--- config.mk ---
export PLATFORM = sky130hd
export DESIGN_NAME = qtd_fifo
export DESIGN_NICKNAME = d
export VERILOG_FILES = /design/src/sv/qtd_pkg.sv /design/src/sv/qtd_fifo.sv
export SDC_FILE = /design/constraint.sdc
export NUM_CORES = 1
export LEC_CHECK = 0
export BUFFER_PORTS_ARGS = -buffer_cell sky130_fd_sc_hd__buf_2
export CAP_MARGIN = 10
export CELL_PAD_IN_SITES_DETAIL_PLACEMENT = 0
export CELL_PAD_IN_SITES_GLOBAL_PLACEMENT = 1
export CORE_AREA = 2 2 326 328
export CTS_BUF_LIST = sky130_fd_sc_hd__clkbuf_8
export CTS_CLUSTER_DIAMETER = 50
export DETAILED_ROUTE_END_ITERATION = 10
export DIE_AREA = 0 0 328 330
export GPL_ROUTABILITY_DRIVEN = 0
export HOLD_SLACK_MARGIN = 0.02
export PLACE_DENSITY_LB_ADDON = 0.1
export SYNTH_ARGS = -nofsm -noshare
export SYNTH_HDL_FRONTEND = slang
export SYNTH_SLANG_ARGS = --single-unit
--- constraint.sdc ---
create_clock -name clk -period 26.7 [get_ports clk]
set_input_delay 5.34 -clock clk [delete_from_list [all_inputs] [get_ports clk]]
set_output_delay 5.34 -clock clk [all_outputs]
set_load 0.05 [all_outputs]
--- src/sv/qtd_pkg.sv ---
package qtd_pkg;

    localparam int QTD_NCOEF       = 10;
    localparam int QTD_QDEPTH      = 2;
    localparam int QTD_QPTR_W      = 1;
    localparam int QTD_SQRT_STEPS  = 32;
    localparam int QTD_DIV_STEPS   = 49;
    localparam int QTD_FRONT_STG   = 4;
    localparam int QTD_MUL_STG     = 2;
    localparam int QTD_DEPTH       = QTD_FRONT_STG + 3 * QTD_SQRT_STEPS + QTD_MUL_STG + 1
                                     + QTD_DIV_STEPS;

    localparam logic [3:0] CI_ONE = 4'd0;
    localparam logic [3:0] CI_X   = 4'd1;
    localparam logic [3:0] CI_Y   = 4'd2;
    localparam logic [3:0] CI_Z   = 4'd3;
    localparam logic [3:0] CI_XX  = 4'd4;
    localparam logic [3:0] CI_XY  = 4'd5;
    localparam logic [3:0] CI_XZ  = 4'd6;
    localparam logic [3:0] CI_YY  = 4'd7;
    localparam logic [3:0] CI_YZ  = 4'd8;
    localparam logic [3:0] CI_ZZ  = 4'd9;

    typedef logic signed [31:0] qtd_word_t;

    typedef enum logic
    {
        OP_LOAD  = 1'b0,
        OP_POINT = 1'b1
    } qtd_op_t;

    typedef struct packed
    {
        qtd_op_t    operation;
        logic [3:0] coeff_index;
        qtd_word_t  coeff_value;
        qtd_word_t  x_coord;
        qtd_word_t  y_coord;
        qtd_word_t  z_coord;
    } qtd_req_t;

    typedef struct packed
    {
        logic [31:0] distance_value;
        qtd_word_t   field_value;
        qtd_word_t   grad_x;
        qtd_word_t   grad_y;
        qtd_word_t   grad_z;
        logic        degenerate;
    } qtd_rsp_t;

    typedef struct packed
    {
        qtd_word_t [QTD_NCOEF-1:0] coeff;
        qtd_word_t                 x_coord;
        qtd_word_t                 y_coord;
        qtd_word_t                 z_coord;
    } qtd_job_t;

    typedef struct packed
    {
        logic [63:0] v;
        logic [63:0] r;
    } qtd_sqrt_t;

    typedef struct packed
    {
        qtd_word_t   fv;
        qtd_word_t   gx;
        qtd_word_t   gy;
        qtd_word_t   gz;
        logic [31:0] fmag;
        logic [63:0] sval;
        logic [31:0] groot;
        logic [31:0] aroot;
    } qtd_carry_t;

    function automatic qtd_word_t qtd_sat32(input logic signed [47:0] v);
        if (v > 48'sd2147483647)
        begin
            return 32'sh7fffffff;
        end
        else if (v < -48'sd2147483648)
        begin
            return 32'sh80000000;
        end
        return v[31:0];
    endfunction

    function automatic qtd_word_t qtd_qmul(input qtd_word_t a, input qtd_word_t b);
        logic signed [63:0] p;
        p = a * b;
        return qtd_sat32($signed(p[63:16]));
    endfunction

    function automatic logic [63:0] qtd_sq(input qtd_word_t a);
        logic signed [63:0] p;
        p = a * a;
        return p;
    endfunction

    function automatic qtd_sqrt_t qtd_sqrt_step(input qtd_sqrt_t p, input int k);
        logic [63:0] bitv;
        logic [63:0] trial;
        qtd_sqrt_t   n;
        bitv  = 64'd1 << (62 - 2 * k);
        trial = p.r + bitv;
        if (p.v >= trial)
        begin
            n.v = p.v - trial;
            n.r = (p.r >> 1) + bitv;
        end
        else
        begin
            n.v = p.v;
            n.r = p.r >> 1;
        end
        return n;
    endfunction

endpackage

--- src/sv/qtd_fifo.sv ---
module qtd_fifo
    import qtd_pkg::*;
(
    input  logic     clk,
    input  logic     rst_n,
    input  logic     push_valid,
    output logic     push_ready,
    input  qtd_job_t push_data,
    output logic     pop_valid,
    input  logic     pop_ready,
    output qtd_job_t pop_data
);

    qtd_job_t              mem_reg [QTD_QDEPTH];
    logic [QTD_QPTR_W-1:0] wr_ptr_reg;
    logic [QTD_QPTR_W-1:0] rd_ptr_reg;
    logic [QTD_QPTR_W:0]   cnt_reg;
    logic                  push;
    logic                  pop;

    assign push_ready = (cnt_reg != (QTD_QPTR_W + 1)'(QTD_QDEPTH));
    assign pop_valid  = (cnt_reg != '0);
    assign pop_data   = mem_reg[rd_ptr_reg];
    assign push       = push_valid && push_ready;
    assign pop        = pop_valid && pop_ready;

    always_ff @(posedge clk)
    begin
        if (push)
        begin
            mem_reg[wr_ptr_reg] <= push_data;
        end
    end

    always_ff @(posedge clk or negedge rst_n)
    begin
        if (!rst_n)
        begin
            wr_ptr_reg <= '0;
            rd_ptr_reg <= '0;
            cnt_reg    <= '0;
        end
        else
        begin
            if (push)
            begin
                wr_ptr_reg <= wr_ptr_reg + 1'b1;
            end
            if (pop)
            begin
                rd_ptr_reg <= rd_ptr_reg + 1'b1;
            end
            if (push && !pop)
            begin
                cnt_reg <= cnt_reg + 1'b1;
            end
            else if (pop && !push)
            begin
                cnt_reg <= cnt_reg - 1'b1;
            end
        end
    end

endmodule

==> impl_metrics.toml, run 1 <==
[finish]
drive_above_1_share_pct = 61.1
fin_area_mm2 = 0.0390
fill_cells = 9942
final_core_util_pct = 37.2
largest_reg_flops = 832
stdcell_count = 3778
area_delta_synth_final_pct = 27.5
final_nets = 2692

[synth]
syn_area_mm2 = 0.0306
synth_commonest_cells = "edfxtp_1, mux2_2, mux2_4, buf_2, buf_6"
synth_area_leader_cell = "edfxtp_1"
yosysSeqAreaShare_pct = 82.1
synth_seq_cells = 836
synth_top_area_share_pct = 81.7
avgSynthCellArea_um2 = 23.3
ys.flop_type = "edfxtp_1"
synthCells = 1312
async_flop_share_pct = 0.478
synth_edf_count = 832
yosysMostFrequentCell = "edfxtp_1"
syn_nets = 1733
synth_warnings = 0
synth.area.top_cells = "edfxtp_1, mux2_2, mux2_4, buf_6, buf_2"
ys_types = 15

[power]
comb_power_share_pct = 43.0
ir_worst_vdd_mv = 0.0703
p_int_uw = 2920
power.density_mw_per_mm2 = 131
power.leakage_uw = 0.0147
p_sw_share_pct = 43.0
seqPwrFrac_pct = 36.5
power.switching_uw = 2200
clkPwrFrac_pct = 20.5

[critical_path]
crit_family = "buffers and inverters"
crit_top_cell = "buf_4"
crit_slowest_cell = "buf_4"
path_cells = "buf_4, buf_4, mux2_2, buf_2"
reg2reg_depth = 5
r2r_setup_slack_ps = 22140
r2r_end = "mem_reg[1][117]$_DFFE_PP_"
crit_fanout = 73
crit_buf_inv = 3
crit_path_max_incr_delay_ps = 910
critPathLaunchType = "register"
endpoint = "pop_data[172]"
end_kind = "primary output"
crit_arrival_ps = 4180
r2r_start = "cnt_reg[0]$_DFFE_PN0P_"
criticalPathCategory = "register to primary output"
cp.depth = 4
worstSetupStartpoint = "rd_ptr_reg$_DFFE_PN0P_"
required_ps = 21360

[sta]
final.setup.tns_ps = 0
finalSetupViolations = 0
finalMaxSlewViolations = 0
setup_slack_ps = 17180
rsz0062_at_grt = "false"
final_hold_viol_count = 0
slew_headroom_pct = 24.3
max_freq_ghz = 0.105
tightest_slew_ps = 1140
clock_skew_ps = 43.7
finalCriticalPeriod_ps = 9520
period_share_pct = 35.6

[clocking]
clockBufferDepth = 3
cts_tree = "yes"
cts_sinks = 836
cts_resized = 0
cts_buffers = 148
insertion_delay_ps = 800
htree_num_levels = 4
postCtsHoldBufs = 0
cts_setup_buffers = 0
clk_pin_slew_ps = 50
cts-root-buf = "clkbuf_8"

[drt]
drcViolationCount = 0
first_pass_iters = 4
wl_mm = 83.9
ant_nets = 0
post_drt_via_cell_ratio = 4.27
detail_route.wl_per_cell_um = 22.2
drtIter0Drc = 749
vias = 16100

[place]
io_buffer_count = 837
hpwl_mm = 58.8
dp_cells = 3511
placed_area_mm2 = 0.0363
place_ws_ps = 17290

[die]
rows = 119
die-area_mm2 = 0.108
die_w_um = 328
core_mm2 = 0.105
dieHeight_um = 330
io_pins = 838
start_util_pct = 29.2

[grt]
antenna_found_initial = 56
grt-ovfl-total = 0
grt_usage_pct = 14.9
grt_pass1_vias = 17200
grt_first_pass_wirelength_mm = 115
grt_max_degree = 166

[run]
drv_cap = 0

[outcome]
status = "complete, no violations"

[min_path]
hp-class = "register to register"
-- worst min path at each step --
stage                           start                endpoint  slack [ps]  depth (start not counted)
5_1_grt        cnt_reg[0]$_DFFE_PN0P_  cnt_reg[0]$_DFFE_PN0P_         540                          1
4_1_cts        cnt_reg[1]$_DFFE_PN0P_  cnt_reg[1]$_DFFE_PN0P_         510                          1
3_3_place_gp   cnt_reg[1]$_DFFE_PN0P_  cnt_reg[1]$_DFFE_PN0P_         480                          1
6_report       cnt_reg[1]$_DFFE_PN0P_  cnt_reg[1]$_DFFE_PN0P_         510                          1
3_5_place_dp   cnt_reg[1]$_DFFE_PN0P_  cnt_reg[1]$_DFFE_PN0P_         500                          1
2_1_floorplan  cnt_reg[1]$_DFFE_PN0P_  cnt_reg[1]$_DFFE_PN0P_         460                          1
-- final cells by class --
class	count	area [µm²]	share of cell area, %
multi-input cells	429	5160	13.2
flip-flops and latches	836	25100	64.4
diodes	16	40.0	0.103
clock inverters	97	480	1.23
inverters	1	3.75	0.00963
well taps	1391	1740	4.47
repair buffers	855	4360	11.2
clock buffers	153	2110	5.40
-- power by group through the flow --
| stage | Sequential [µW] | Combinational, µW | Clock (µW) |
|---|---|---|---|
| 3_3_place_gp | 1880 | 2250 | 0 |
| 2_1_floorplan | 2060 | 1710 | 0 |
| 6_report | 1870 | 2200 | 1050 |
| 5_1_grt | 1890 | 2310 | 1150 |
| 4_1_cts | 1870 | 2250 | 1100 |
| 3_5_place_dp | 1900 | 2240 | 0 |
-- cells by family (layout without fill, tap and decap cells) --
logic type / count (synthesis) / count (layout) / synth area share, %
fa+ha+maj: 1 / 1 / 0.0409
buf+inv: 47 / 1106 / 1.07
mux: 416 / 416 / 16.6
xor+xnor: 5 / 5 / 0.143
flops: 836 / 836 / 82.1
simple gates: 7 / 7 / 0.111
other cells: 0 / 16 / 0
-- per-stage QoR --
| stage | hold WS [ps] | total power [µW] |
|---|---|---|
| floorplan | 456 | 3770 |
| global placement | 482 | 4130 |
| detailed placement | 502 | 4140 |
| CTS | 511 | 5230 |
| global route | 540 | 5350 |
| finish | 512 | 5120 |
-- layer usage --
| layer | track usage [%] | wire length, µm |
|---|---|---|
| met3 | 7.22 | 8640 |
| met1 | 14.8 | 28600 |
| met2 | 26.4 | 43700 |
| met5 | 0 | 274 |
| met4 | 6.23 | 2590 |
-- cell usage in the layout, fill, tap and decap left out, types with 2 or more instances in the layout --
cell / count
buf_2: 837
buf_4: 16
bufinv_16: 2
clkbuf_8: 153
clkinv_1: 34
clkinv_2: 11
clkinv_8: 2
clkinvlp_4: 4
dfrtp_1: 3
diode_2: 16
edfxtp_1: 832
inv_1: 43
inv_6: 2
mux2_2: 316
mux2_4: 100
nand2_1: 2
xnor2_1: 3
xor2_1: 2
Note: power is estimated with default switching activity, not from simulation.
==> run 2: changes to the inputs <==
- ABC_AREA: unset -> 1
- CORE_AREA: 2 2 326 328 -> 2 2 325 327
- DIE_AREA: 0 0 328 330 -> 0 0 327 329
- clock period: 26.7 -> 9.6 ns (I/O delays scaled with it)
==> impl_metrics.toml, run 2 <==
[critical_path]
r2r_start = "cnt_reg[0]$_DFFE_PN0P_"
crit_fanout = 182
reg2reg_depth = 6
crit_arrival_ps = 3690
criticalPathCategory = "register to primary output"
end_kind = "primary output"
critPathLaunchType = "register"
required_ps = 7680
r2r_setup_slack_ps = 6260
r2r_end = "mem_reg[1][307]$_DFFE_PP_"

[power]
ir_worst_vdd_mv = 0.220
power.density_mw_per_mm2 = 385
power.leakage_uw = 0.0165

[sta]
period_share_pct = 58.5
max_freq_ghz = 0.178
tightest_slew_ps = 1270
finalSetupViolations = 0
clock_skew_ps = 44.8
finalCriticalPeriod_ps = 5610
finalMaxSlewViolations = 0
rsz0062_at_grt = "false"
final_hold_viol_count = 0
slew_headroom_pct = 15.5

[place]
hpwl_mm = 61.8
placed_area_mm2 = 0.0360
io_buffer_count = 837
dp_cells = 4351

[min_path]
hp-class = "register to register"
worstHoldEndpoint = "cnt_reg[0]$_DFFE_PN0P_"
min_from = "cnt_reg[0]$_DFFE_PN0P_"
min_path_cells = 1

[finish]
largest_reg_flops = 832
regArea_mm2 = 0.0251
final_nets = 3533
area_delta_synth_final_pct = 27.5
final_cell_mix = "nand2_1, buf_2, edfxtp_1"
fill_cells = 10300
fin_area_mm2 = 0.0387
multiInputGateArea_mm2 = 0.00479
layout_commonest_cell = "nand2_1"
stdcell_count = 4625
drive_above_1_share_pct = 32.0

[outcome]
status = "complete, no violations"

[grt]
grt_first_pass_wirelength_mm = 130
antenna_found_initial = 61
grt_pass1_vias = 19700
grt_max_degree = 189
grt_usage_pct = 16.6
grt-ovfl-total = 0

[die]
rows = 119
core_mm2 = 0.104
die_w_um = 327
die-area_mm2 = 0.108
dieHeight_um = 329
start_util_pct = 29.1
io_pins = 838

[synth]
synth_warnings = 0
ys.flop_type = "edfxtp_1"
async_flop_share_pct = 0.478
yosysMostFrequentCell = "nand2_1"
syn_nets = 2622
synth_top_area_share_pct = 82.4
synth_edf_count = 832
synthCells = 2201
synth_seq_cells = 836
ys_types = 15
synth_commonest_cells = "nand2_1, edfxtp_1, buf_2, clkbuf_1, inv_1"
synth.area.top_cells = "edfxtp_1, nand2_1, buf_2, dfrtp_1, clkbuf_1"
synth_area_leader_cell = "edfxtp_1"
yosysSeqAreaShare_pct = 82.7
avgSynthCellArea_um2 = 13.8
syn_area_mm2 = 0.0303

[drt]
drtIter0Drc = 1111
vias = 19700
first_pass_iters = 4
wl_mm = 92.7
ant_nets = 0
detail_route.wl_per_cell_um = 20.0
drcViolationCount = 0
post_drt_via_cell_ratio = 4.25

[clocking]
cts_sinks = 836
cts_tree = "yes"
clk_pin_slew_ps = 50
cts-root-buf = "clkbuf_8"
clockBufferDepth = 3
postCtsHoldBufs = 0
insertion_delay_ps = 810
htree_num_levels = 4
cts_resized = 0
cts_buffers = 150
cts_setup_buffers = 0

[run]
drv_cap = 0
## run 2: report_power, final
group / switching [µW] / total (µW) / internal, µW
combinational: 5610 / 6770 / 1160
clock: 1430 / 2900 / 1470
sequential: 220 / 5220 / 5000
## run 2: critical path, cell delays in order, from the launching register on
cell and delay, ps:
dfrtp_4 810, inv_8 710, buf_12 610, nand2_1 110, nand2_1 130, buf_2 280
## run 2: area by class of cell
cell class / instances / area share [%]
Antenna cell: 23 / 0.149
Clock buffer: 153 / 5.45
Clock inverter: 98 / 1.20
Inverter: 7 / 0.0874
Multi-Input combinational cell: 1266 / 12.4
Sequential cell: 836 / 64.9
Tap cell: 1391 / 4.50
Timing Repair Buffer: 851 / 11.4
## run 2: how the worst max path moves through the flow
stage	from	end	slack, ps
finish	rd_ptr_reg$_DFFE_PN0P_	pop_data[184]	3990
global route	rd_ptr_reg$_DFFE_PN0P_	pop_data[260]	3590
CTS	rd_ptr_reg$_DFFE_PN0P_	pop_data[260]	3740
detailed placement	rd_ptr_reg$_DFFE_PN0P_	pop_data[260]	4660
global placement	rd_ptr_reg$_DFFE_PN0P_	pop_data[46]	4650
floorplan	push_valid	mem_reg[0][0]$_DFFE_PP_	-3820
## run 2: routing by layer
metal	vias to the layer above	share of wire, %	track usage (%)
met5	-	0.24	0
met4	38	4.2	8.06
met3	246	9.3	7.39
met2	712	51	29.0
met1	9343	35	16.9
li1	9312	-	-
## run 2: cells by family after synthesis
kind of cell	count (synthesis)	share of synthesized area (%)
simple gates	1263	15.6
flops	836	82.7
buf+inv	99	1.53
xor+xnor	2	0.0578
fa+ha+maj	1	0.0413
## run 2: stage by stage
stage / total power (µW) / setup slack, ps / util [%] / TNS, ps / hold slack, ps
finish: 14900 / 3990 / 37.1 / 0 / 492
floorplan: 10500 / -3820 / - / -3174680 / 462
global placement: 12200 / 4650 / 34.5 / 0 / 483
detailed placement: 12200 / 4660 / 34.5 / 0 / 488
CTS: 15200 / 3740 / 37.0 / 0 / 495
global route: 15700 / 3590 / 37.0 / 0 / 509
==> run 3: changes to the inputs <==
- ABC_AREA: 1 -> 0
- CORE_AREA: 2 2 325 327 -> 2 2 326 328
- DIE_AREA: 0 0 327 329 -> 0 0 328 330
- clock period: 9.6 -> 4.5 ns (I/O delays scaled with it)
==> impl_metrics.toml, run 3 (same netlist as run 1, synthesis figures left out) <==
[die]
core_mm2 = 0.105
die_w_um = 328
die-area_mm2 = 0.108
io_pins = 838
dieHeight_um = 330
start_util_pct = 29.2
rows = 119

[run]
drv_cap = 0

[critical_path]
crit_arrival_ps = 2740
r2r_start = "cnt_reg[0]$_DFFE_PN0P_"
path_cells = "buf_12, buf_12, mux2_2, buf_2"
crit_buf_inv = 3
crit_top_cell = "buf_12"
required_ps = 3600
crit_family = "buffers and inverters"
critPathLaunchType = "register"
criticalPathCategory = "register to primary output"
crit_fanout = 53
crit_path_max_incr_delay_ps = 650
crit_slowest_cell = "dfrtp_4"
worstSetupStartpoint = "rd_ptr_reg$_DFFE_PN0P_"
end_kind = "primary output"

[power]
power.density_mw_per_mm2 = 777
power.leakage_uw = 0.0149
totalPowerFinal_uw = 30500
ir_worst_vdd_mv = 0.393

[sta]
rsz0062_at_grt = "false"
finalMaxSlewViolations = 0
final_hold_viol_count = 0
clock_skew_ps = 32.4
tightest_slew_ps = 1010
finalSetupViolations = 0
max_freq_ghz = 0.275
slew_headroom_pct = 32.4
period_share_pct = 80.9
finalCriticalPeriod_ps = 3640
final.setup.tns_ps = 0

[finish]
area_delta_synth_final_pct = 28.6
layout_commonest_cell = "buf_2"
fin_area_mm2 = 0.0393
largest_reg_flops = 832
stdcell_count = 3812
final_nets = 2708
drive_above_1_share_pct = 60.9
final_cell_mix = "buf_2, edfxtp_1, mux2_2"

[drt]
drcViolationCount = 0
drtIter0Drc = 685
first_pass_iters = 4
vias = 16300
wl_mm = 84.9
detail_route.wl_per_cell_um = 22.3
post_drt_via_cell_ratio = 4.27
ant_nets = 0

[grt]
grt_first_pass_wirelength_mm = 117
grt-ovfl-total = 0
grt_usage_pct = 15.1
grt_max_degree = 130
antenna_found_initial = 62
grt_pass1_vias = 17200

[min_path]
hp-class = "input port to register"
min_from = "push_data[411]"

[clocking]
cts_sinks = 836
cts_buffers = 151
cts_resized = 0
clk_pin_slew_ps = 60
cts_setup_buffers = 0
cts_tree = "yes"
cts-root-buf = "clkbuf_8"
insertion_delay_ps = 800
clockBufferDepth = 3
htree_num_levels = 4

[place]
hpwl_mm = 60.8
io_buffer_count = 837
placed_area_mm2 = 0.0366
dp_cells = 3524

[outcome]
status = "complete, no violations"
-- run 3: changes by cell type in the layout (fill, tap and decap cells not counted), moves of 2 or more --
cell | before | now
clkinv_1 | 26 | 31
nand3_1 | 2 | 0
diode_2 | 23 | 25
nand2_1 | 1258 | 1
inv_1 | 57 | 61
mux2_4 | 0 | 100
mux2_2 | 0 | 316
buf_12 | 8 | 17
clkbuf_8 | 153 | 157
clkinv_2 | 7 | 5
buf_4 | 6 | 13
clkinv_8 | 2 | 0
xnor2_1 | 1 | 3
-- run 3: worst paths after layout --
path                            cells past startpoint  slack [ps]                   endpoint
worst max-delay path                                4         860              pop_data[358]
worst min-delay path                                1         270  mem_reg[0][411]$_DFFE_PP_
worst max register to register                      3        2280  mem_reg[1][169]$_DFFE_PP_
worst min register to register                      1         510     cnt_reg[1]$_DFFE_PN0P_
max in group asynchronous                           2        3840     wr_ptr_reg$_DFFE_PN0P_
min in group asynchronous                           2         500     cnt_reg[0]$_DFFE_PN0P_
-- run 3: timing repair --
item                       in CTS  in global routing
hold endpoints to repair        4                  0
hold buffers                    1                  0
setup endpoints to repair       0                  0
-- run 3: routing by layer --
layer | up-vias | part of all wire (%) | GRT usage (%)
met4 | 54 | 3.7 | 6.66
li1 | 7278 | - | -
met3 | 250 | 9.5 | 6.95
met1 | 8019 | 33 | 14.8
met5 | - | 0.41 | 0
met2 | 665 | 53 | 27.3
-- run 3: per-stage QoR --
step	hold WS, ps	util, %	setup WS [ps]
floorplan	475	-	-3030
global placement	498	35.0	1680
detailed placement	495	35.0	1650
CTS	151	37.5	704
global route	183	37.5	660
finish	273	37.6	859
-- run 3: area by class of cell --
type | count | area [µm²]
inverters | 1 | 3.75
well taps | 1391 | 1740
fillers | 9983 | 65400
multi-input cells | 429 | 5180
diodes | 25 | 62.6
flip-flops and latches | 836 | 25100
repair buffers | 868 | 4640
clock inverters | 105 | 440
clock buffers | 157 | 2160
-- run 3: worst register-to-register path, cell delays in order, from the launching register on --
cell	delay [ps]
dfrtp_1	400
nand2b_2	220
and3_4	610
buf_4	570
-- run 3: report_power, final --
part           switching [µW]  internal, µW
registers                 370         10600
logic                    9770          3560
clock network            3000          3200
