==> src/sv/qtd_pkg.sv <==
package qtd_pkg;

    localparam int QTD_NCOEF       = 10;
    localparam int QTD_QDEPTH      = 2;
    localparam int QTD_QPTR_W      = 1;
    localparam int QTD_SQRT_STEPS  = 32;
    localparam int QTD_DIV_STEPS   = 49;
    localparam int QTD_FRONT_STG   = 4;
    localparam int QTD_MUL_STG     = 2;
    localparam int QTD_DEPTH       = QTD_FRONT_STG + 3 * QTD_SQRT_STEPS + QTD_MUL_STG + 1
                                     + QTD_DIV_STEPS;

    localparam logic [3:0] CI_ONE = 4'd0;
    localparam logic [3:0] CI_X   = 4'd1;
    localparam logic [3:0] CI_Y   = 4'd2;
    localparam logic [3:0] CI_Z   = 4'd3;
    localparam logic [3:0] CI_XX  = 4'd4;
    localparam logic [3:0] CI_XY  = 4'd5;
    localparam logic [3:0] CI_XZ  = 4'd6;
    localparam logic [3:0] CI_YY  = 4'd7;
    localparam logic [3:0] CI_YZ  = 4'd8;
    localparam logic [3:0] CI_ZZ  = 4'd9;

    typedef logic signed [31:0] qtd_word_t;

    typedef enum logic
    {
        OP_LOAD  = 1'b0,
        OP_POINT = 1'b1
    } qtd_op_t;

    typedef struct packed
    {
        qtd_op_t    operation;
        logic [3:0] coeff_index;
        qtd_word_t  coeff_value;
        qtd_word_t  x_coord;
        qtd_word_t  y_coord;
        qtd_word_t  z_coord;
    } qtd_req_t;

    typedef struct packed
    {
        logic [31:0] distance_value;
        qtd_word_t   field_value;
        qtd_word_t   grad_x;
        qtd_word_t   grad_y;
        qtd_word_t   grad_z;
        logic        degenerate;
    } qtd_rsp_t;

    typedef struct packed
    {
        qtd_word_t [QTD_NCOEF-1:0] coeff;
        qtd_word_t                 x_coord;
        qtd_word_t                 y_coord;
        qtd_word_t                 z_coord;
    } qtd_job_t;

    typedef struct packed
    {
        logic [63:0] v;
        logic [63:0] r;
    } qtd_sqrt_t;

    typedef struct packed
    {
        qtd_word_t   fv;
        qtd_word_t   gx;
        qtd_word_t   gy;
        qtd_word_t   gz;
        logic [31:0] fmag;
        logic [63:0] sval;
        logic [31:0] groot;
        logic [31:0] aroot;
    } qtd_carry_t;

    function automatic qtd_word_t qtd_sat32(input logic signed [47:0] v);
        if (v > 48'sd2147483647)
        begin
            return 32'sh7fffffff;
        end
        else if (v < -48'sd2147483648)
        begin
            return 32'sh80000000;
        end
        return v[31:0];
    endfunction

    function automatic qtd_word_t qtd_qmul(input qtd_word_t a, input qtd_word_t b);
        logic signed [63:0] p;
        p = a * b;
        return qtd_sat32($signed(p[63:16]));
    endfunction

    function automatic logic [63:0] qtd_sq(input qtd_word_t a);
        logic signed [63:0] p;
        p = a * a;
        return p;
    endfunction

    function automatic qtd_sqrt_t qtd_sqrt_step(input qtd_sqrt_t p, input int k);
        logic [63:0] bitv;
        logic [63:0] trial;
        qtd_sqrt_t   n;
        bitv  = 64'd1 << (62 - 2 * k);
        trial = p.r + bitv;
        if (p.v >= trial)
        begin
            n.v = p.v - trial;
            n.r = (p.r >> 1) + bitv;
        end
        else
        begin
            n.v = p.v;
            n.r = p.r >> 1;
        end
        return n;
    endfunction

endpackage

==> src/sv/qtd_front.sv <==
module qtd_front
    import qtd_pkg::*;
(
    input  logic     clk,
    input  logic     rst_n,
    input  logic     req_valid,
    output logic     req_ready,
    input  qtd_req_t req,
    output logic     job_valid,
    input  logic     job_ready,
    output qtd_job_t job
);

    qtd_word_t [QTD_NCOEF-1:0] coeff_reg;
    logic                      accept;

    assign req_ready = job_ready;
    assign accept    = req_valid && req_ready;
    assign job_valid = req_valid && (req.operation == OP_POINT);

    assign job.coeff   = coeff_reg;
    assign job.x_coord = req.x_coord;
    assign job.y_coord = req.y_coord;
    assign job.z_coord = req.z_coord;

    always_ff @(posedge clk or negedge rst_n)
    begin
        if (!rst_n)
        begin
            coeff_reg <= '0;
        end
        else if (accept && (req.operation == OP_LOAD) && (req.coeff_index < 4'(QTD_NCOEF)))
        begin
            coeff_reg[req.coeff_index] <= req.coeff_value;
        end
    end

endmodule

==> config.mk <==
export PLATFORM = sky130hd
export DESIGN_NAME = qtd_front
export DESIGN_NICKNAME = d
export VERILOG_FILES = /design/src/sv/qtd_pkg.sv /design/src/sv/qtd_front.sv
export SDC_FILE = /design/constraint.sdc
export NUM_CORES = 1
export LEC_CHECK = 0
export ABC_AREA = 1
export BUFFER_PORTS_ARGS = -buffer_cell sky130_fd_sc_hd__buf_2
export CAP_MARGIN = 10
export CORE_AREA = 2 2 218 220
export CTS_CLUSTER_DIAMETER = 100
export DETAILED_ROUTE_END_ITERATION = 16
export DIE_AREA = 0 0 220 222
export PLACE_DENSITY = 0.57
export SYNTH_ARGS = -nofsm -noshare
export SYNTH_HDL_FRONTEND = slang
export SYNTH_SLANG_ARGS = --single-unit
==> constraint.sdc <==
create_clock -name clk -period 0.8 [get_ports clk]
set_input_delay 0.16 -clock clk [delete_from_list [all_inputs] [get_ports clk]]
set_output_delay 0.16 -clock clk [all_outputs]
set_load 0.01 [all_outputs]
==> results, run 1 <==
- Per report_power, the combinational group accounts for 20.8% of the total.
- The largest delay contributor family on the critical path is flip-flops.
- Setup repair after global routing could not meet its margin everywhere.
- The number of H-tree levels is 2.
- The critical path goes through buf_2.
- In the final layout, flip-flops and latches occupy 0.00801 sq mm.
- Setup violations remaining at the end of the flow were counted as 588.
- TritonCTS built the clock tree.
- The fraction of power consumed by sequential logic is 42.4%.
- The region available for standard cell placement spans 0.0463 sq mm.
- A synthesized cell averages 8.91 sq um.
- The largest individual stage delay along the critical path comes from the cell sky130_fd_sc_hd__dfrtp_1.
- The share of total power dissipated in the clock network is 36.8%.
- The final reports fail on negative setup slack.
- In this run, the number of DRC markers left after iteration 0 of detailed routing was 1067.
- The number of different library cells in the post-synthesis netlist is 12.
- For this block, the via count after detailed routing is 14.2k.
- The clock sink count is 320.
- The worst slew margin relative to its limit is 64.7%.
- The total design power is 44.7 mW.
- The critical path depth is 1.
- In this run the count of I/O pins placed on the die edge is 555.
- After synthesis, the largest family of logic cells by area is simple AND/OR/NAND/NOR gates.
- The arrival time at the worst endpoint is 1120 ps.
- The final cycle utilization of the critical path is 160%.
- The synthesized design contains 320 register bits.
- The count of max-cap constraint violations is 0.
- The number of pins exceeding their max-slew limit in the final report is 0.
- For this run, the number of Yosys warnings is 0.
- The area added between synthesis and finish is 56.5%.
- After Yosys synthesis, full adders, half adders and majority gates account for 0% of the synthesized area.
- Summing all multi-input logic gate instances after layout gives 0.00527 sq mm.
- The fraction of the mapped netlist area in compound gates is 0.0356%.
- Entering global routing, the biggest net connects 62 pins.
- The final wirelength is 62.8 mm.
- In the final layout, the share of cells above drive strength 1 is 44.2%.
- The most common cell after layout, fill and taps aside is sky130_fd_sc_hd__nand2_1.
- The register with the most flip-flops in the layout has 320 of them.
- The number of detailed-routing iterations run before antenna repair is 7.
- For the worst flop-to-flop path, the logic depth is 4.
- The internal portion of the total power is 31.9 mW.
- The number of core rows is 79.
- The path category of the worst min-delay check is in2async.
- The switching power is 12.8 mW.
- The top cell types in the final layout, fill and taps aside, are sky130_fd_sc_hd__nand2_1, sky130_fd_sc_hd__nand4_1, sky130_fd_sc_hd__dfrtp_1.
- The later pin in the worst-skew pair is clocked with a latency of 530 ps.
- In this run the cell area of the synthesized design comes to 0.0141 sq mm.
- The number of hold violations in the final report came to 0.
- The reported leakage power is 12.1 nW.
- The number of standard cells after synthesis is 1577.
- STA classifies the critical path endpoint as a primary output.
- Buffers placed on the I/O ports in this run total 362.
- Summed over all layers, the global routing overflow is 0.
- Of the post-synthesis cell area, the part taken by muxes is 0%.
- The HPWL reported at the end of detailed placement is 37.7 mm.
- After layout, the worst setup slack is -479 ps.
- The first global-routing pass estimated 83.2 mm of wire.
- Together, buffers and inverters on the worst path number 1.
- The non-filler instance count after layout is 2705.
- The share of total power consumed by net switching is 28.6%.
- The post-layout instance area is 0.0220 sq mm.
- The worst-margin pin slew is 529 ps.
- At the end of the flow, the number of nets in the layout was 2211.
- The final clock skew is 0 ps.
- The cell total after placement is 2406.
- The worst setup path is of the reg2out kind.
- Counting I/O delays and the setup requirement, the final critical path takes 1280 ps.
- For this run, design rule violations remaining after detail routing come to 0.
- The total global routing track utilization is 22.8%.
- The share of the Yosys chip area taken by registers is 57.0%.
- The net count after synthesis is 1714.
- The CTS buffer count is 37.
- Of all nets on the critical path, the largest fanout is 2.
- Counting along the longest clock path gives a buffer depth of 3.
- The run finished, with violations left.
- The XOR/XNOR share of the synthesized area is 0%.
- CTS placed an instance of sky130_fd_sc_hd__clkbuf_16 at the clock tree root.
- The number of antenna violations at the first check in global routing is 1.
- The initial utilization of the core area, before any placement, comes to 30.4%.
- In the final routed layout, each cell accounts on average for 23.2 um.
- The die is 222 um tall.
- The remaining antenna violation count after routing is 0.
- The maximum vdd drop is 1.24 mV.
- Dividing total power by cell area gives a power density of 2030 mW/mm^2.
- The ratio of routed vias to standard cells is 5.27.
- The count of fill cells added during filler insertion is 4269.
- The via count of the first global-routing pass is 13.1k.
- The clock edge transition at the registers on the reported setup and hold paths is 60 ps.
- The total placed instance area is 0.0169 sq mm.
- At the end of routability-driven placement, the weighted congestion stood at 0.858.
- The kind of launch point of the worst setup path is a flip-flop.
- Before CTS, the worst setup slack after placement is -692 ps.
- The die outline area is 0.0488 sq mm.
- The required time at the endpoint of the critical path is 640 ps.
- The utilization after layout is 47.6%.
- For this run, the slowest stage of the critical path takes 430 ps.
- The share of synthesized cell area in and, or, nand and nor gates is 32.2%.
- In this run the horizontal extent of the chip is 220 um.
- The highest achievable clock rate is 782 MHz.
[power groups by stage]
stage	Sequential [mW]	Clock (mW)	Combinational (mW)
after floorplan	19.7	0	2.62
after global placement	19.0	0	6.40
after detailed placement	19.0	0	6.50
after CTS	18.8	16.8	7.74
after global routing	19.1	17.4	9.95
final	19.0	16.5	9.28
[worst paths after layout]
kind | start | to | slack, ps
worst max-delay path | job[249] | job[249] | -480
worst min-delay path | rst_n | job[229] | 30
worst max register to register | job[246] | job[246] | -80
worst min register to register | job[227] | job[227] | 470
max in group asynchronous | rst_n | job[307] | 180
min in group clk | req[121] | job[345] | 30
[synth_stat cells (all sizes together)]
cell type	instances	share of area, %
o21ai	1	0.036
nand3	10	0.36
buf	179	8.4
nor2	11	0.31
nand2	649	17
nand4	320	14
inv	5	0.13
dfrtp	320	57
clkbuf	82	2.2
[stage by stage]
step / setup TNS (ps) / hold WS (ps)
6_report: -149050 / 31.2
5_1_grt: -168370 / 28.1
2_1_floorplan: -83630 / -136
3_3_place_gp: -178450 / -12.0
4_1_cts: -145210 / 3.55
3_5_place_dp: -183360 / -12.1
[timing repair]
item	in CTS	in global routing
hold buffers	1	0
cloned	7	29
setup endpoints to repair	452	626
hold endpoints to repair	320	0
pin swaps	4	23
setup buffers	100	119
resized for setup	119	262
[logic make-up (layout without fill, tap and decap cells)]
kind of cell,count (synthesis),after routing
buffers and inverters,266,786
flip-flops,320,320
AND/OR/NAND/NOR,990,990
AO/OA/AOI/OAI,1,1
other,0,1
[layout make-up]
cell class | count | share of cell area (%)
diodes | 1 | 0.0114
clock buffers | 51 | 4.67
clock inverters | 11 | 0.523
inverters | 5 | 0.0967
multi-input cells | 991 | 24.0
flip-flops and latches | 320 | 36.4
well taps | 607 | 3.45
repair buffers | 719 | 30.9
[routing by layer]
| metal | routed length [um] | vias to the layer above | global-route usage (%) |
|---|---|---|---|
| li1 | - | 6219 | - |
| met1 | 25000 | 7060 | 29.5 |
| met2 | 29900 | 811 | 36.2 |
| met3 | 5610 | 154 | 5.51 |
| met4 | 2340 | 0 | 9.59 |
| met5 | 0 | - | 0 |
(Power assumes the default switching activity.)
==> run 2: changes to the inputs <==
==> constraint.sdc (replaced) <==
create_clock -name clk -period 0.8 [get_ports clk]
set_input_delay 0.16 -clock clk [delete_from_list [all_inputs] [get_ports clk]]
set_output_delay 0.16 -clock clk [all_outputs]
set_load 0.02 [all_outputs]
==> run 2 against run 1 <==
The run still ends with negative setup slack left; global-route usage increased by 0.54 points; sequential power barely moved; routed wire length fell by 0.68%; critical endpoint is now job[351]; largest cell class unchanged; largest power group unchanged; highest routed layer unchanged.
==> results, run 2 (synthesis results as in run 1) <==
- Setup repair after global routing could not meet its margin everywhere.
- In this design, the largest share of critical-path delay is due to flip-flops.
- The critical path depth is 1 (unchanged).
- The worst setup path is captured at a primary output.
- The maximum vdd drop was 1.38 mV (+12%).
- The tightest min-delay check is of the in2async type.
- The capturing element of the worst setup path is job[351].
- The number of H-tree levels was 2 (unchanged).
- The reg2reg setup slack is -90 ps (about the same).
- The run finished, with violations left.
- The worst hold slack is 34.0 ps (+2.78 ps).
- The largest stage delay on the critical path was 430 ps (about the same).
- The CTS buffer count is 37 (unchanged).
- The final wirelength came to 62.4 mm (-0.68%).
- The number of failing setup endpoints in the final timing report is 550 (-6.5%).
- The non-filler instance count after layout is 2677 (-1.0%).
- The minimum setup slack after placement is -692 ps (unchanged).
- The largest net degree at the start of global routing is 62 (unchanged).
- Walking the worst path, the cells encountered are buf_6.
- The die outline height is 222 um (unchanged).
- The number of pins exceeding their max-slew limit in the final report was 0 (unchanged).
- The checks that failed: negative setup slack.
- The starting utilization of the core area is 30.4% (unchanged).
- The power per cell area is 2050 mW/mm^2 (+0.99%).
- The wire length of the first global-routing pass is 85.4 mm (+2.6%).
- The final cycle utilization of the critical path is 160% (+0.32 points).
- The count of buffer and inverter cells on the critical path is 1 (unchanged).
- The clock edge transition at the registers on the reported setup and hold paths is 60 ps (about the same).
- The origin of the worst setup path is job[351].
- The highest achievable clock rate is 781 MHz (-0.20%).
- In the layout the commonest cells are sky130_fd_sc_hd__nand2_1, sky130_fd_sc_hd__buf_6, sky130_fd_sc_hd__nand4_1.
- STA classifies the critical path startpoint as a flip-flop.
- The clock latency reported for the late side of the worst-skew pair is 530 ps (about the same).
- TritonCTS built the clock tree.
- The core outline area was 0.0463 sq mm (unchanged).
- The remaining routing DRC violations is 0 (unchanged).
- The post-layout instance area is 0.0231 sq mm (+4.8%).
- The total global routing overflow is 0 (unchanged).
- The total global routing track utilization is 23.3% (+0.54 points).
- The net count of the finished layout is 2183 (-1.3%).
- The count of max-cap constraint violations was 0 (unchanged).
- The number of detailed-routing iterations run before antenna repair is 5 (-2).
- The type of the setup path with the least slack is reg2out.
- The remaining antenna violation count after routing is 0 (unchanged).
- The cell total after placement was 2406 (unchanged).
- The final period demand of the worst path came to 1280 ps (+2.58 ps).
- The worst slew margin relative to its limit was 63.3% (-1.4 points).
- The maximum fanout encountered on the critical timing path was 2 (unchanged).
- The share of cells above drive strength 1 is 43.0% (-1.2 points).
- The total design power is 47.3 mW (+5.9%).
- The clock sink count is 320 (unchanged).
- The reported leakage power is 12.1 nW (about the same).
- The number of buffer cells added on primary ports came to 362 (unchanged).
- The most common cell after layout, fill and taps aside is sky130_fd_sc_hd__nand2_1.
- The setup slack of the critical path after layout was -481 ps (-2.58 ps).
- The clock tree buffer depth is 3 (unchanged).
- The ratio of routed vias to standard cells is 5.22 (-0.93%).
- The path depth of the worst reg2reg path is 4 (unchanged).
- Compared with the post-synthesis result, the final layout area differs by 64.1%.
- The detailed-route wire length per cell is 23.3 um (+0.36%).
- The required time at the endpoint of the critical path is 640 ps (about the same).
- The final setup TNS is -150390 ps (-1340 ps).
- The die boundary width is 220 um (unchanged).
- The final clock skew is 0 ps (unchanged).
- The master cell of the clock root buffer is sky130_fd_sc_hd__clkbuf_16.
- The overall via count from detail_route was 14.0k (-2.0%).
- The via count of the first global-routing pass is 13.5k (+3.2%).
- The number of hold violations in the final report is 0 (unchanged).
- The total placed instance area came to 0.0169 sq mm (unchanged).
- The number of core rows is 79 (unchanged).
- The number of I/O pins was 555 (unchanged).
- The endpoint identified for the worst register-to-register timing path is job[302].
- The flip-flop count of the largest register after layout came to 320 (unchanged).
- The arrival time at the worst endpoint came to 1120 ps (about the same).
- The HPWL reported at the end of detailed placement is 37.7 mm (unchanged).
- The count of fill cells added during filler insertion was 4028 (-5.6%).
- The startpoint of the worst register-to-register path is job[302].
- The die outline area is 0.0488 sq mm (unchanged).
- The final weighted congestion in routability-driven placement is 0.858 (unchanged).
- The detailed router's first-iteration violation count is 1041 (-2.4%).
- The worst-margin pin slew was 551 ps (+21.6 ps).
- The utilization after layout is 49.9% (+2.3 points).
- The number of antenna violations at the first check in global routing is 1 (unchanged).
- For this design, the slowest cell found on the critical path is sky130_fd_sc_hd__dfrtp_1.
-- run 2: cell types whose count changed in the layout (fill, tap and decap cells not counted), moves of 2 or more --
| cell | previous run | this run |
|---|---|---|
| sky130_fd_sc_hd__nand2_4 | 41 | 43 |
| sky130_fd_sc_hd__buf_8 | 9 | 11 |
| sky130_fd_sc_hd__nand3_4 | 8 | 10 |
| sky130_fd_sc_hd__buf_6 | 117 | 348 |
| sky130_fd_sc_hd__buf_12 | 70 | 61 |
| sky130_fd_sc_hd__nand2_2 | 90 | 78 |
| sky130_fd_sc_hd__nand2_1 | 518 | 528 |
| sky130_fd_sc_hd__buf_4 | 228 | 203 |
| sky130_fd_sc_hd__nand3_2 | 2 | 0 |
| sky130_fd_sc_hd__buf_2 | 258 | 35 |
| sky130_fd_sc_hd__clkbuf_16 | 63 | 57 |
-- run 2: layout make-up --
class | instances | area [sq um] | share of cell area, %
Multi-Input combinational cell | 991 | 5270 | 22.9
Clock inverter | 11 | 115 | 0.499
Inverter | 5 | 21.3 | 0.0922
Tap cell | 607 | 759 | 3.29
Timing Repair Buffer | 691 | 7860 | 34.1
Antenna cell | 1 | 2.50 | 0.0109
Sequential cell | 320 | 8010 | 34.7
Clock buffer | 51 | 1030 | 4.46
-- run 2: how the worst min path moves through the flow --
stage | from | endpoint | slack, ps | depth (start not counted)
detailed placement | rst_n | job[229] | -10 | 1
CTS | rst_n | job[192] | 4 | 2
global placement | rst_n | job[229] | -10 | 1
finish | rst_n | job[229] | 30 | 2
floorplan | rst_n | job[100] | -140 | 0
global route | rst_n | job[229] | 30 | 2
-- run 2: where the power goes --
group	internal, mW	switching (mW)	total [mW]
Sequential	17.8	1.46	19.3
Combinational	5.68	5.97	11.6
Clock	9.62	6.82	16.4
-- run 2: per-layer routing --
layer  vias to the layer above  track usage (%)  wire length [um]
li1                       6159                -                 -
met1                      6886             29.6             24500
met2                       746             37.1             29700
met3                       174             5.65              5310
met4                         0             11.0              2830
met5                         -                0                 0
-- run 2: what timing repair did --
item | CTS | global route
endpoints found under the hold margin | 320 | 0
pin swaps | 2 | 19
hold buffers | 1 | 0
buffers inserted | 99 | 92
resized for setup | 656 | 232
endpoints found under the setup margin | 452 | 640
cloned | 7 | 22
==> run 3: changes to the inputs <==
==> constraint.sdc (replaced) <==
create_clock -name clk -period 0.8 [get_ports clk]
set_input_delay 0.16 -clock clk [delete_from_list [all_inputs] [get_ports clk]]
set_output_delay 0.16 -clock clk [all_outputs]
set_load 0.1 [all_outputs]
==> run 3 against run 2 <==
The flow still finishes with violations (negative setup slack); clock power increased by 5%; via count increased by 3.3%; count of clock-buffer cells in the layout grew 1; largest power group is now combinational cells; total power is 33% higher; hold slack lost 5.4 ps; routed wire length up 16%; design area up 20%.
==> results, run 3 (synthesis results as in run 1) <==
- The largest net degree at the start of global routing is 66 (+6.5%).
- The total global routing overflow is 0 (unchanged).
- In this run the critical register-to-register path is launched from job[205].
- The CTS tree is yes.
- The clock latency reported for the late side of the worst-skew pair is 550 ps (+20 ps).
- The number of failing setup endpoints in the final timing report was 609 (+11%).
- STA classifies the critical path endpoint as a primary output.
- The clock tree buffer depth was 3 (unchanged).
- In this run the clock root is driven by a sky130_fd_sc_hd__clkbuf_16.
- The number of I/O pins is 555 (unchanged).
- The count of buffer and inverter cells on the critical path came to 1 (unchanged).
- The total global routing track utilization is 25.4% (+2.1 points).
- The number of detailed-routing iterations run before antenna repair is 7 (+2).
- The via count of the first global-routing pass was 13.6k (+1.3%).
- The largest stage delay on the critical path is 520 ps (+90 ps).
- The clock sink count is 320 (unchanged).
- The die outline height is 222 um (unchanged).
- The total area of sequential cells was 0.00921 sq mm (+15%).
- The most common cell after layout, fill and taps aside is sky130_fd_sc_hd__nand2_1.
- The detailed router's first-iteration violation count is 1415 (+36%).
- The highest achievable clock rate came to 704 MHz (-9.8%).
- The number of H-tree levels is 2 (unchanged).
- The worst-margin pin slew is 438 ps (-113 ps).
- The die boundary width is 220 um (unchanged).
- The worst slew margin relative to its limit is 70.8% (+7.5 points).
- The flow ran to the end, but the final reports show violations.
- The number of antenna violations at the first check in global routing is 2 (+1).
- The type of the setup path with the least slack is reg2out.
- The remaining routing DRC violations came to 0 (unchanged).
- The die outline area is 0.0488 sq mm (unchanged).
- The number of buffer cells added on primary ports is 362 (unchanged).
- The reported leakage power is 12.1 nW (+0.52%).
- The maximum vdd drop is 1.53 mV (+11%).
- The number of hold violations in the final report was 0 (unchanged).
- The overall via count from detail_route came to 14.4k (+3.3%).
- Among cell families on the critical path, the largest total delay comes from flip-flops.
- The setup slack of the critical path after layout was -621 ps (-139 ps).
- The net count of the finished layout came to 2109 (-3.4%).
- The starting utilization of the core area is 30.4% (unchanged).
- The path category of the worst min-delay check is in2reg.
- The final weighted congestion in routability-driven placement is 0.819 (-4.6%).
- The signal on the critical path passes through buf_12.
- The flip-flop count of the largest register after layout came to 320 (unchanged).
- The non-filler instance count after layout is 2607 (-2.6%).
- The critical path depth is 1 (unchanged).
- The final clock skew is 0 ps (unchanged).
- The cell total after placement is 2390 (-0.67%).
- The number of pins exceeding their max-slew limit in the final report is 0 (unchanged).
- The most critical setup path has its startpoint at job[371].
- The arrival time at the worst endpoint is 1260 ps (+140 ps).
- The worst hold path was traced through 3 stages.
- The remaining antenna violation count after routing was 0 (unchanged).
- The worst hold slack came to 28.6 ps (-5.40 ps).
- The final wirelength is 72.4 mm (+16%).
- The area added between synthesis and finish is 97.0%.
- The number of core rows is 79 (unchanged).
- The maximum fanout encountered on the critical timing path is 2 (unchanged).
- The power per cell area is 2280 mW/mm^2 (+11%).
- The critical hold path startpoint is req[109].
- The wire length of the first global-routing pass was 92.0 mm (+7.8%).
- The count of max-cap constraint violations is 0 (unchanged).
- The library cells used most frequently in the layout, excluding fill and tap cells, are sky130_fd_sc_hd__nand2_1, sky130_fd_sc_hd__buf_12, sky130_fd_sc_hd__nand4_1, sky130_fd_sc_hd__dfrtp_4, sky130_fd_sc_hd__nand2_2.
- The path depth of the worst reg2reg path was 4 (unchanged).
- The count of fill cells added during filler insertion is 3459 (-14%).
- The checks that failed: negative setup slack.
- The HPWL reported at the end of detailed placement is 41.3 mm (+9.5%).
- The worst setup path is launched from a flip-flop.
- The required time at the endpoint of the critical path came to 640 ps (about the same).
- The final cycle utilization of the critical path is 178% (+17 points).
- Setup repair after global routing could not meet its margin everywhere.
- The area used by multi-input combinational logic was 0.00576 sq mm (+9.2%).
- The CTS buffer count is 37 (unchanged).
- The critical path's slowest cell is sky130_fd_sc_hd__dfrtp_4.
- The share of cells above drive strength 1 is 62.3% (+19 points).
- The detailed-route wire length per cell is 27.8 um (+19%).
- The clock edge transition at the registers on the reported setup and hold paths is 60 ps (about the same).
- The final period demand of the worst path is 1420 ps (+139 ps).
- The ratio of routed vias to standard cells came to 5.53 (+6.1%).
- The core outline area came to 0.0463 sq mm (unchanged).
[run 3: cell types whose count changed in the layout (fill, tap and decap cells not counted), moves of 4 or more]
cell	change
sky130_fd_sc_hd__buf_6	-283
sky130_fd_sc_hd__buf_12	+326
sky130_fd_sc_hd__dfrtp_1	-319
sky130_fd_sc_hd__nand2_1	-104
sky130_fd_sc_hd__buf_16	+9
sky130_fd_sc_hd__dfrtp_4	+320
sky130_fd_sc_hd__buf_4	-141
sky130_fd_sc_hd__nand2_2	+61
sky130_fd_sc_hd__clkbuf_16	+14
sky130_fd_sc_hd__nand2_4	+42
sky130_fd_sc_hd__clkbuf_8	+4
sky130_fd_sc_hd__clkinvlp_4	+4
[run 3: path summary, 6_finish.rpt]
kind                       endpoint  slack [ps]
min                        job[237]          30
max reg2reg                job[205]        -140
max in group asynchronous  job[119]         100
min in group asynchronous  job[286]          40
min reg2reg                job[385]         550
max                        job[371]        -620
[run 3: final cells by class]
class / count / area share (%)
Multi-Input combinational cell: 991 / 20.8
Antenna cell: 1 / 0.00904
Sequential cell: 320 / 33.3
Clock inverter: 14 / 0.511
Tap cell: 607 / 2.74
Timing Repair Buffer: 617 / 38.7
Clock buffer: 52 / 3.87
Inverter: 5 / 0.117
[run 3: through the flow]
step | setup WS (ps) | cell area (sq um) | setup TNS [ps] | power [mW] | utilization, %
CTS | -643 | 25300 | -191480 | 61.9 | 54.7
global route | -641 | 27700 | -219230 | 64.8 | 59.9
finish | -621 | 27700 | -203770 | 63.2 | 59.9
floorplan | -338 | 15600 | -96040 | 36.4 | -
global placement | -611 | 22800 | -174480 | 43.9 | 49.3
detailed placement | -655 | 22800 | -186470 | 44.1 | 49.3
[run 3: routing by layer]
| metal | global-route usage [%] | part of all wire (%) |
|---|---|---|
| met1 | 32.5 | 38 |
| met4 | 9.05 | 4.3 |
| met2 | 40.8 | 48 |
| met3 | 7.11 | 10 |
| met5 | 0.606 | 0.069 |
[run 3: power by group]
group / switching, mW / total (mW) / leakage (nW) / internal [mW]
clock: 7.12 / 17.2 / 0.589 / 10.0
sequential: 2.29 / 21.1 / 3.76 / 18.8
combinational: 16.2 / 24.9 / 7.80 / 8.72
total: 25.6 / 63.2 / 12.1 / 37.6
[run 3: repair_timing]
| action | 4_1_cts | 5_1_grt |
|---|---|---|
| pin swaps | 13 | 43 |
| hold buffers | 4 | 0 |
| setup buffers | 52 | 51 |
| cloned | 15 | 44 |
| hold endpoints to repair | 333 | 0 |
| resized for setup | 100 | 355 |
| endpoints found under the setup margin | 468 | 621 |
